$ cat config.mk
export PLATFORM = sky130hd
export DESIGN_NAME = radix_digit_converter_core
export DESIGN_NICKNAME = d
export VERILOG_FILES = /design/src/sv/rdc_pkg.sv /design/src/sv/rdc_ram.sv /design/src/sv/radix_digit_converter_core.sv
export VERILOG_INCLUDE_DIRS = /design/src /design/src/sv
export SDC_FILE = /design/constraint.sdc
export NUM_CORES = 1
export LEC_CHECK = 0
export BUFFER_PORTS_ARGS = -buffer_cell sky130_fd_sc_hd__buf_2
export CAP_MARGIN = 20
export CORE_AREA = 3 3 178 180
export DETAILED_ROUTE_END_ITERATION = 10
export DIE_AREA = 0 0 181 183
export HOLD_SLACK_MARGIN = 0.06
export PLACE_DENSITY = 0.65
export SLEW_MARGIN = 20
export SYNTH_ARGS = -nofsm -noshare
export SYNTH_HDL_FRONTEND = slang
export SYNTH_SLANG_ARGS = --single-unit
$ cat constraint.sdc
create_clock -name clk -period 27 [get_ports clk]
set_clock_uncertainty 0.1 [all_clocks]
set_input_delay 4.05 -clock clk [delete_from_list [all_inputs] [get_ports clk]]
set_output_delay 4.05 -clock clk [all_outputs]
set_load 0.02 [all_outputs]
$ cat src/sv/assert_macros.svh
// Assertion macros shared by the RTL of the radix digit converter.
// No dependencies; define NO_ASSERTIONS to compile the checks out.
`ifndef ASSERT_MACROS_SVH
`define ASSERT_MACROS_SVH
`ifndef NO_ASSERTIONS
// Check a property on every rising clock edge outside reset
`define ASSERT_AT(lbl, clk, rst, prop) \
  lbl: assert property (@(posedge clk) disable iff (rst) prop) \
    else $error("assertion failed: property violated");
// Check that a condition never holds outside reset
`define ASSERT_NEVER(lbl, clk, rst, cond) \
  lbl: assert property (@(posedge clk) disable iff (rst) !(cond)) \
    else $error("assertion failed: forbidden condition seen");
`else
`define ASSERT_AT(lbl, clk, rst, prop)
`define ASSERT_NEVER(lbl, clk, rst, cond)
`endif
`endif

$ cat src/sv/rdc_pkg.sv
// Types, constants and the digit glyph function of the radix digit converter.
// No dependencies.
package rdc_pkg;

  // Sequencer states
  typedef enum logic [1:0] {
    ST_IDLE,
    ST_DIVIDE,
    ST_EMIT
  } rdc_state_t;

  // Quotient bits retired per divider cycle
  localparam int STEP_BITS = 4;

  // Radix limits; values outside are clamped
  localparam logic [5:0] RADIX_MIN   = 6'd2;
  localparam logic [5:0] RADIX_MAX   = 6'd36;
  localparam logic [5:0] RADIX_RESET = 6'd2;

  // Register index decoded from the configuration address
  localparam logic [0:0] REG_RADIX = 1'b0;

  // ASCII anchors
  localparam logic [6:0] ASCII_ZERO = 7'h30;
  localparam logic [6:0] ASCII_A    = 7'h41;
  localparam logic [6:0] TEN        = 7'd10;

  // Map a digit value 0..35 onto '0'-'9', 'A'-'Z'
  function automatic logic [6:0] digit_glyph(input logic [5:0] d);
    logic [6:0] dx;
    dx = {1'b0, d};
    if (dx < TEN) begin
      return ASCII_ZERO + dx;
    end
    return ASCII_A + dx - TEN;
  endfunction

endpackage

$ cat src/sv/rdc_ram.sv
// Generic single-write, single-read RAM with registered read data.
// No dependencies.
module rdc_ram #(
  parameter int WIDTH = 6,
  parameter int DEPTH = 31
) (
  input  logic                     clk,
  input  logic                     we,
  input  logic [$clog2(DEPTH)-1:0] waddr,
  input  logic [WIDTH-1:0]         wdata,
  input  logic                     re,
  input  logic [$clog2(DEPTH)-1:0] raddr,
  output logic [WIDTH-1:0]         rdata
);

  logic [WIDTH-1:0] mem [DEPTH];

  // Write port
  always_ff @(posedge clk) begin
    if (we) begin
      mem[waddr] <= wdata;
    end
  end

  // Registered read port
  always_ff @(posedge clk) begin
    if (re) begin
      rdata <= mem[raddr];
    end
  end

endmodule

$ cat src/sv/radix_digit_converter_core.sv
// Radix digit converter top level: APB radix register, divider sequencer, digit stack.
// Depends on rdc_pkg, rdc_ram and assert_macros.svh.
//
// Usage: write the radix (2..36; 0 and 1 act as 2, 37..63 as 36) at byte
// address 0 over the APB port; it resets to 2. Issue a conversion by raising
// start with value while busy is low; the beat is taken at that edge.
// The block divides the value by the radix over and over with one shared
// restoring divider that retires 4 quotient bits per cycle. Remainders
// are pushed onto a digit stack RAM, least significant first, until the
// quotient is zero; then the stack is popped one entry per cycle.
// Results appear one per cycle on digit_char with strobe high, most
// significant digit first; last_digit marks the final one. Zero gives a
// single '0'. Busy stays high from the start beat until the last digit
// has been read from the stack, so a new value is taken only after the
// previous conversion has been read out.
// The receiver cannot stall: each result is valid for exactly one cycle.
// Reset returns the sequencer to idle, drops any conversion in flight and
// restores the radix to 2.
module radix_digit_converter_core import rdc_pkg::*; #(
  parameter int VALUE_BITS = 31
) (
  input  logic                  clk,
  input  logic                  rst,
  // configuration port
  input  logic                  psel,
  input  logic                  penable,
  input  logic                  pwrite,
  input  logic [2:0]            paddr,
  input  logic [31:0]           pwdata,
  output logic [31:0]           prdata,
  output logic                  pready,
  // command
  input  logic                  start,
  input  logic [VALUE_BITS-1:0] value,
  output logic                  busy,
  // results
  output logic                  strobe,
  output logic [6:0]            digit_char,
  output logic                  last_digit
);

`include "assert_macros.svh"

  localparam int QW    = ((VALUE_BITS + STEP_BITS - 1) / STEP_BITS) * STEP_BITS;
  localparam int STEPS = QW / STEP_BITS;
  localparam int SW    = $clog2(STEPS);
  localparam int AW    = $clog2(VALUE_BITS);
  localparam int CW    = $clog2(VALUE_BITS + 1);

  rdc_state_t      state, state_next;
  logic [5:0]      radix;
  logic [5:0]      radix_eff;
  logic [QW-1:0]   work;
  logic [QW-1:0]   work_next;
  logic [5:0]      rem;
  logic [5:0]      rem_next;
  logic [SW-1:0]   step;
  logic [CW-1:0]   cnt;
  logic [AW-1:0]   ptr;
  logic            strobe_r;
  logic            last_r;
  logic            step_last;
  logic            quot_zero;
  logic            ram_we;
  logic            ram_re;
  logic [5:0]      ram_rdata;
  logic            cfg_wr;

  // APB: always ready, one radix register
  assign pready = 1'b1;
  assign cfg_wr = psel && penable && pwrite && pready;
  assign prdata = (paddr[2] == REG_RADIX) ? {26'd0, radix} : 32'd0;

  // Clamp the radix into its legal range
  always_comb begin
    priority if (radix < RADIX_MIN) begin
      radix_eff = RADIX_MIN;
    end else if (radix > RADIX_MAX) begin
      radix_eff = RADIX_MAX;
    end else begin
      radix_eff = radix;
    end
  end

  // Shared divider: several restoring steps on the running remainder
  always_comb begin
    logic [6:0]           acc;
    logic [STEP_BITS-1:0] qbits;
    acc   = {1'b0, rem};
    qbits = '0;
    for (int i = 0; i < STEP_BITS; i++) begin
      acc = {acc[5:0], work[QW-1-i]};
      if (acc >= {1'b0, radix_eff}) begin
        acc = acc - {1'b0, radix_eff};
        qbits[STEP_BITS-1-i] = 1'b1;
      end
    end
    rem_next  = acc[5:0];
    work_next = {work[QW-STEP_BITS-1:0], qbits};
  end

  assign step_last = (step == SW'(STEPS - 1));
  assign quot_zero = (work_next == '0);

  // Next state
  always_comb begin
    state_next = state;
    unique case (state)
      ST_IDLE:   if (start) begin
        state_next = ST_DIVIDE;
      end
      ST_DIVIDE: if (step_last && quot_zero) begin
        state_next = ST_EMIT;
      end
      ST_EMIT:   if (ptr == '0) begin
        state_next = ST_IDLE;
      end
      default:   state_next = ST_IDLE;
    endcase
  end

  // Sequencer outputs
  always_comb begin
    busy   = (state != ST_IDLE);
    ram_we = (state == ST_DIVIDE) && step_last;
    ram_re = (state == ST_EMIT);
  end

  // Control registers
  always_ff @(posedge clk) begin
    if (rst) begin
      state    <= ST_IDLE;
      radix    <= RADIX_RESET;
      strobe_r <= 1'b0;
      last_r   <= 1'b0;
      step     <= '0;
      cnt      <= '0;
    end else begin
      state    <= state_next;
      strobe_r <= ram_re;
      last_r   <= ram_re && (ptr == '0);
      if (cfg_wr && (paddr[2] == REG_RADIX)) begin
        radix <= pwdata[5:0];
      end
      unique case (state)
        ST_IDLE: if (start) begin
          step <= '0;
          cnt  <= '0;
        end
        ST_DIVIDE: if (step_last) begin
          step <= '0;
          cnt  <= cnt + CW'(1);
        end else begin
          step <= step + SW'(1);
        end
        ST_EMIT:   ;
        default:   ;
      endcase
    end
  end

  // Datapath registers
  always_ff @(posedge clk) begin
    unique case (state)
      ST_IDLE: if (start) begin
        work <= QW'(value);
        rem  <= '0;
      end
      ST_DIVIDE: begin
        work <= work_next;
        if (step_last) begin
          rem <= '0;
          ptr <= cnt[AW-1:0];
        end else begin
          rem <= rem_next;
        end
      end
      ST_EMIT: if (ptr != '0) begin
        ptr <= ptr - AW'(1);
      end
      default: ;
    endcase
  end

  // Digit stack: push remainders, pop in reverse
  rdc_ram #(
    .WIDTH (6),
    .DEPTH (VALUE_BITS)
  ) u_stack (
    .clk   (clk),
    .we    (ram_we),
    .waddr (cnt[AW-1:0]),
    .wdata (rem_next),
    .re    (ram_re),
    .raddr (ptr),
    .rdata (ram_rdata)
  );

  // Result beat
  assign strobe     = strobe_r;
  assign last_digit = last_r;
  assign digit_char = digit_glyph(ram_rdata);

  `ASSERT_AT(a_strobe_from_emit, clk, rst, strobe_r |-> $past(state == ST_EMIT))
  `ASSERT_AT(a_last_ends_run, clk, rst, (strobe_r && last_r) |=> !strobe_r)
  `ASSERT_NEVER(a_stack_overflow, clk, rst, ram_we && (cnt >= CW'(VALUE_BITS)))
  `ASSERT_AT(a_start_enters_divide, clk, rst, (start && !busy) |=> (state == ST_DIVIDE))

endmodule

==> impl_metrics.csv, run 1 <==
group,metric,value,unit
outcome,status,"finished, final reports clean",
clocking,numCtsBuffers,27,
routing,antenna_left,0,
logic_synthesis,synth.distinct_cells,61,
cells_and_area,nets,984,
cells_and_area,syn_to_final_growth,13.1,%
worst_setup_path,crit_arrival,9.67,ns
worst_setup_path,worstReg2RegEnd,"u_stack.mem[6][4]",
logic_synthesis,synth-seq-area-share,61.6,%
worst_setup_path,r2r_start,"radix[5]",
worst_setup_path,endpoint_kind,"register",
clocking,clkSlewWorstSetupHoldPaths,0.06,ns
clocking,htreeDepth,1,
timing,period_needed,9.56,ns
routing,drtIter0Drc,501,
cells_and_area,finalNonFillerCells,1290,
timing,final.setup.tns,0,ns
clocking,worstSkewPairLatency,0.55,ns
die,die_area,33100,sq um
timing,fmax,105,MHz
grt,grt_max_degree,40,
min_path,hold_end,"step[2]",
timing,rsz0062_at_grt,"false",
min_path,hold_start,"step[2]",
placement,io_buffer_count,59,
routing,totalWireLength,24100,um
die,die_x,181,um
worst_setup_path,r2r_setup_slack,17.44,ns
routing,viasPerCell,5.19,
clocking,root_buffer,"clkbuf_16",
die,die_h,183,um
cells_and_area,drive_gt1_share,25.8,%
routing,wl_met2,11200,um
clocking,cts_buffer_depth,3,
logic_synthesis,synthesis.area,12000,sq um
cells_and_area,final_common_cell,"edfxtp_1",
logic_synthesis,synth_edf_count,235,
timing,final-max-slew-violation-count,0,
routing,dr.pass1.iters,5,
timing,post-route-period-util,35.4,%
routing,wl_met1,10800,um
worst_setup_path,worst_setup_path_start_kind,"register",
routing,highest_layer,"met5",
placement,dp_hpwl,16100,um
cells_and_area,antennaDiodeCount,0,
logic_synthesis,ys_seq_elements,253,
clocking,ctsHoldBuffers,0,
worst_setup_path,reg2regPathDepth,34,
worst_setup_path,crit_slowest_cell,"mux2_2",
timing,finalHoldViolCount,0,
grt,antenna_found_initial,3,
grt,globalRouteTotalUtil,14.3,%
timing,tightest_slew,0.982,ns
clocking,clock_sinks,253,
min_path,whs_path_depth,2,
logic_synthesis,avgSynthCellArea,15.0,sq um
timing,holdWs,0.428,ns
logic_synthesis,synth_top_area_share,58.6,%
placement,routabilityCongestion,0.849,
logic_synthesis,yosys-top-cells-area,"edfxtp_1, mux4_2, mux2_2",
grt,first_global_vias,6684,
cells_and_area,layout_common_cells,"edfxtp_1, nor2_1, buf_2",
clocking,post_cts_buffers,0,
worst_setup_path,critPathMaxStageDelay,0.60,ns
logic_synthesis,synthFlopType,"edfxtp_1",
cells_and_area,nFillCells,2657,
die,io_pins,115,
clocking,cts_resized,0,
grt,grt_overflow,0,
clocking,cts_tree,"built",
grt,grt_first_pass_wirelength,37600,um
flow_run,maxCapViolCount,0,
placement,dp.cells,1239,
worst_setup_path,cp.required,27.10,ns
logic_synthesis,synth_cells,803,
die,initial_core_util,39.7,%
worst_setup_path,cpMostUsedCell,"inv_1",
routing,route.detailed.drc,0,
min_path,hp-class,"register to register",
logic_synthesis,async_reset_ff_share,0,%
worst_setup_path,worstPathMaxFanout,31,
routing,avgRoutedWirePerCell,18.6,um
logic_synthesis,yosys_warnings,0,
timing,max_slew_margin,34.4,%
routing,vias,6697,
die,rows,64,
die,coreArea,30300,sq um
worst_setup_path,path_class,"register to register",
timing,finalSetupViolations,0,
logic_synthesis,synth_area_leader_cell,"edfxtp_1",
routing,wl_met3,1310,um
## layout make-up
type                    instances  area, sq um  area share [%]
repair buffers                 71          393            2.89
clock buffers                  30          687            5.05
flip-flops and latches        253         7420            54.5
well taps                     396          495            3.64
multi-input cells             483         4280            31.5
clock inverters                20          199            1.46
inverters                      37          139            1.02
## per-stage QoR
stage	instance area, sq um	util (%)	worst slack (ns)
after floorplan	12100	-	18.50
after global placement	12700	41.9	17.35
after detailed placement	12700	41.9	17.21
after CTS	13600	44.8	17.17
after global routing	13600	44.9	16.77
final	13600	44.9	17.44
## critical path, delay by kind of cell (launching register included)
family	cells	cell delay (ns)
flops	1	0.34
fa+ha+maj	4	1.21
buf+inv	5	0.79
mux	3	1.33
compound gates	14	3.56
simple gates	8	1.85
## synthesized netlist by cell type (7+ instances only)
| library cell | number |
|---|---|
| clkbuf_1 | 19 |
| nor2_1 | 74 |
| mux2_2 | 39 |
| o21ai_0 | 23 |
| a31oi_1 | 10 |
| nor4_1 | 7 |
| buf_4 | 27 |
| xnor2_1 | 11 |
| dfxtp_1 | 18 |
| edfxtp_1 | 235 |
| nor2b_1 | 12 |
| mux4_2 | 53 |
| xor2_1 | 9 |
| a21oi_1 | 19 |
| nand3b_1 | 7 |
| mux2i_1 | 17 |
| ha_1 | 35 |
| nand3_1 | 11 |
| inv_1 | 37 |
| nor3_1 | 8 |
| nand2_1 | 39 |
## cells by family (layout without fill, tap and decap cells)
family / count (synthesis) / count (layout) / share of synthesized area [%]
AO/OA/AOI/OAI: 102 / 102 / 6.25
XOR/XNOR: 20 / 20 / 1.45
adder cells (fa/ha/maj): 39 / 39 / 4.30
buffers and inverters: 92 / 158 / 3.82
flip-flops: 253 / 253 / 61.6
multiplexers: 112 / 112 / 15.3
other: 2 / 27 / 0.0624
AND/OR/NAND/NOR: 183 / 183 / 7.19
## flip-flops by register name (all words and copies together), names as in the netlist, 2 cells and up
signal and count:
u_stack.rdata 6, ptr 5, rem 6, step 3, radix 6, work 32, cnt 5, u_stack.mem 186
state 2
## layer usage
metal	global-route usage, %	up-vias
met5	0	-
met4	4.39	6
met3	2.76	48
met2	23.3	181
met1	19.6	3282
li1	-	3180
## worst max path at each step
| stage | start | to | slack, ns | cells past startpoint |
|---|---|---|---|---|
| 4_1_cts | radix[5] | u_stack.mem[13][4] | 17.17 | 33 |
| 2_1_floorplan | paddr[2] | prdata[0] | 18.50 | 1 |
| 5_1_grt | radix[5] | u_stack.mem[6][4] | 16.77 | 34 |
| 6_report | radix[5] | u_stack.mem[6][4] | 17.44 | 34 |
| 3_5_place_dp | radix[5] | u_stack.mem[0][4] | 17.21 | 33 |
| 3_3_place_gp | radix[5] | u_stack.mem[3][4] | 17.35 | 34 |
Power of run 1 is not shown: default switching activity piles up to over one toggle a cycle in this logic, so the estimate is an artifact.
==> run 2: changes to the inputs <==
Clock period 27 ns to 9.3 ns, I/O delays scaled along.
==> run 2 against run 1 <==
Critical path depth increased by 1; clock-buffer cell count increased by 1; highest routed layer unchanged; first-iteration DRC count increased by 6.8%; hold slack improved by 0.0018 ns; setup slack got worse by 17 ns; register-to-register slack got worse by 17 ns; sequential cell count unchanged; die area unchanged; final cell count increased by 0.39%; sequential share of layout area decreased by 0.25 points; core utilization increased by 0.21 points.
==> impl_metrics.csv, run 2 (synthesis gave the netlist of run 1 again) <==
group,metric,value,unit
die,die_area,33100,sq um
grt,antenna_found_initial,2,
routing,viasPerCell,5.22,
cells_and_area,top_register,"u_stack.mem",
clocking,cts_tree,"built",
worst_setup_path,reg2regPathDepth,35,
timing,fmax,116,MHz
cells_and_area,drive_gt1_share,26.3,%
worst_setup_path,worstReg2RegEnd,"u_stack.mem[17][4]",
timing,holdWs,0.430,ns
worst_setup_path,worst_setup_path_start_kind,"register",
worst_setup_path,endpoint_kind,"register",
cells_and_area,antennaDiodeCount,0,
clocking,cts_buffer_depth,3,
cells_and_area,largest_reg_flops,186,
worst_setup_path,worstPathMaxFanout,31,
cells_and_area,syn_to_final_growth,13.6,%
die,io_pins,115,
timing,finalSetupViolations,0,
timing,period_needed,8.64,ns
worst_setup_path,crit_arrival,8.76,ns
die,rows,64,
routing,dr.pass1.iters,5,
worst_setup_path,critPathMaxStageDelay,0.41,ns
routing,totalWireLength,23900,um
flow_run,maxCapViolCount,0,
clocking,numCtsBuffers,27,
timing,final-max-slew-violation-count,0,
routing,route.detailed.drc,0,
timing,finalHoldViolCount,0,
die,coreArea,30300,sq um
cells_and_area,final_common_cell,"edfxtp_1",
min_path,whs_path_depth,2,
clocking,ctsHoldBuffers,0,
grt,grt_max_degree,51,
worst_setup_path,r2r_setup_slack,0.66,ns
grt,globalRouteTotalUtil,14.2,%
clocking,worstSkewPairLatency,0.53,ns
timing,tightest_slew,0.986,ns
clocking,root_buffer,"clkbuf_16",
cells_and_area,top_regs,"u_stack.mem x186, work x32",
placement,io_buffer_count,59,
worst_setup_path,path_class,"register to register",
die,die_x,181,um
die,initial_core_util,39.7,%
clocking,clock_sinks,253,
worst_setup_path,r2r_start,"radix[5]",
routing,vias,6756,
routing,antenna_left,0,
cells_and_area,nets,991,
cells_and_area,layout_common_cells,"edfxtp_1, nor2_1, buf_2",
routing,avgRoutedWirePerCell,18.5,um
placement,dp_hpwl,16000,um
worst_setup_path,cp.required,9.42,ns
grt,first_global_vias,6687,
die,die_h,183,um
grt,grt_first_pass_wirelength,37700,um
outcome,status,"finished, final reports clean",
worst_setup_path,crit_slowest_cell,"dfxtp_1",
clocking,htreeDepth,1,
clocking,clkSlewWorstSetupHoldPaths,0.06,ns
timing,post-route-period-util,92.9,%
min_path,hold_end,"step[2]",
placement,routabilityCongestion,0.840,
min_path,hp-class,"register to register",
min_path,hold_start,"step[2]",
routing,drtIter0Drc,535,
grt,grt_overflow,0,
timing,max_slew_margin,34.3,%
run 2: timing repair:
| item | 4_1_cts | 5_1_grt |
|---|---|---|
| endpoints found under the setup margin | 0 | 185 |
| setup buffers | 0 | 4 |
| gates resized for setup | 0 | 7 |
run 2: stage by stage:
stage / util, % / TNS (ns) / cell area (sq um) / setup WS [ns] / instances
5_1_grt: 45.1 / -0.321 / 13700 / -0.0191 / 1295
3_5_place_dp: 42.0 / 0 / 12700 / 0.374 / 1242
3_3_place_gp: 42.0 / 0 / 12700 / 0.478 / 1242
2_1_floorplan: - / 0 / 12100 / 0.815 / 828
4_1_cts: 44.8 / 0 / 13600 / 0.327 / 1290
6_report: 45.1 / 0 / 13700 / 0.661 / 1295
run 2: worst max-delay path by stage:
stage	start	end	slack (ns)
2_1_floorplan	radix[2]	u_stack.mem[0][0]	0.81
3_3_place_gp	radix[2]	u_stack.mem[0][4]	0.48
3_5_place_dp	radix[2]	u_stack.mem[0][4]	0.37
4_1_cts	radix[2]	u_stack.mem[17][4]	0.33
5_1_grt	radix[5]	u_stack.mem[17][4]	-0.02
6_report	radix[5]	u_stack.mem[17][4]	0.66
run 2: cell type report:
| type | count | area (sq um) |
|---|---|---|
| Timing Repair Buffer | 78 | 458 |
| Clock inverter | 17 | 155 |
| Sequential cell | 253 | 7420 |
| Clock buffer | 31 | 691 |
| Inverter | 37 | 143 |
| Fill cell | 2662 | 16700 |
| Tap cell | 396 | 495 |
| Multi-Input combinational cell | 483 | 4320 |
run 2: critical path, delay by kind of cell, from the launching register on:
kind	cells	cell delay (ns)
DFF	1	0.41
AOI/OAI and AO/OA	14	3.20
and+or+nand+nor	7	1.43
adders and majority gates	4	1.08
buffers and inverters	7	1.07
muxes	3	1.05
run 2: routing by layer:
| layer | part of all wire [%] | track usage (%) | vias up |
|---|---|---|---|
| met4 | 1.1 | 2.62 | 4 |
| met5 | 0.12 | 0 | - |
| met3 | 7.4 | 3.23 | 24 |
| met1 | 43 | 19.7 | 3335 |
| li1 | - | - | 3188 |
| met2 | 48 | 23.5 | 205 |
Power of run 2 is left out for the same reason.
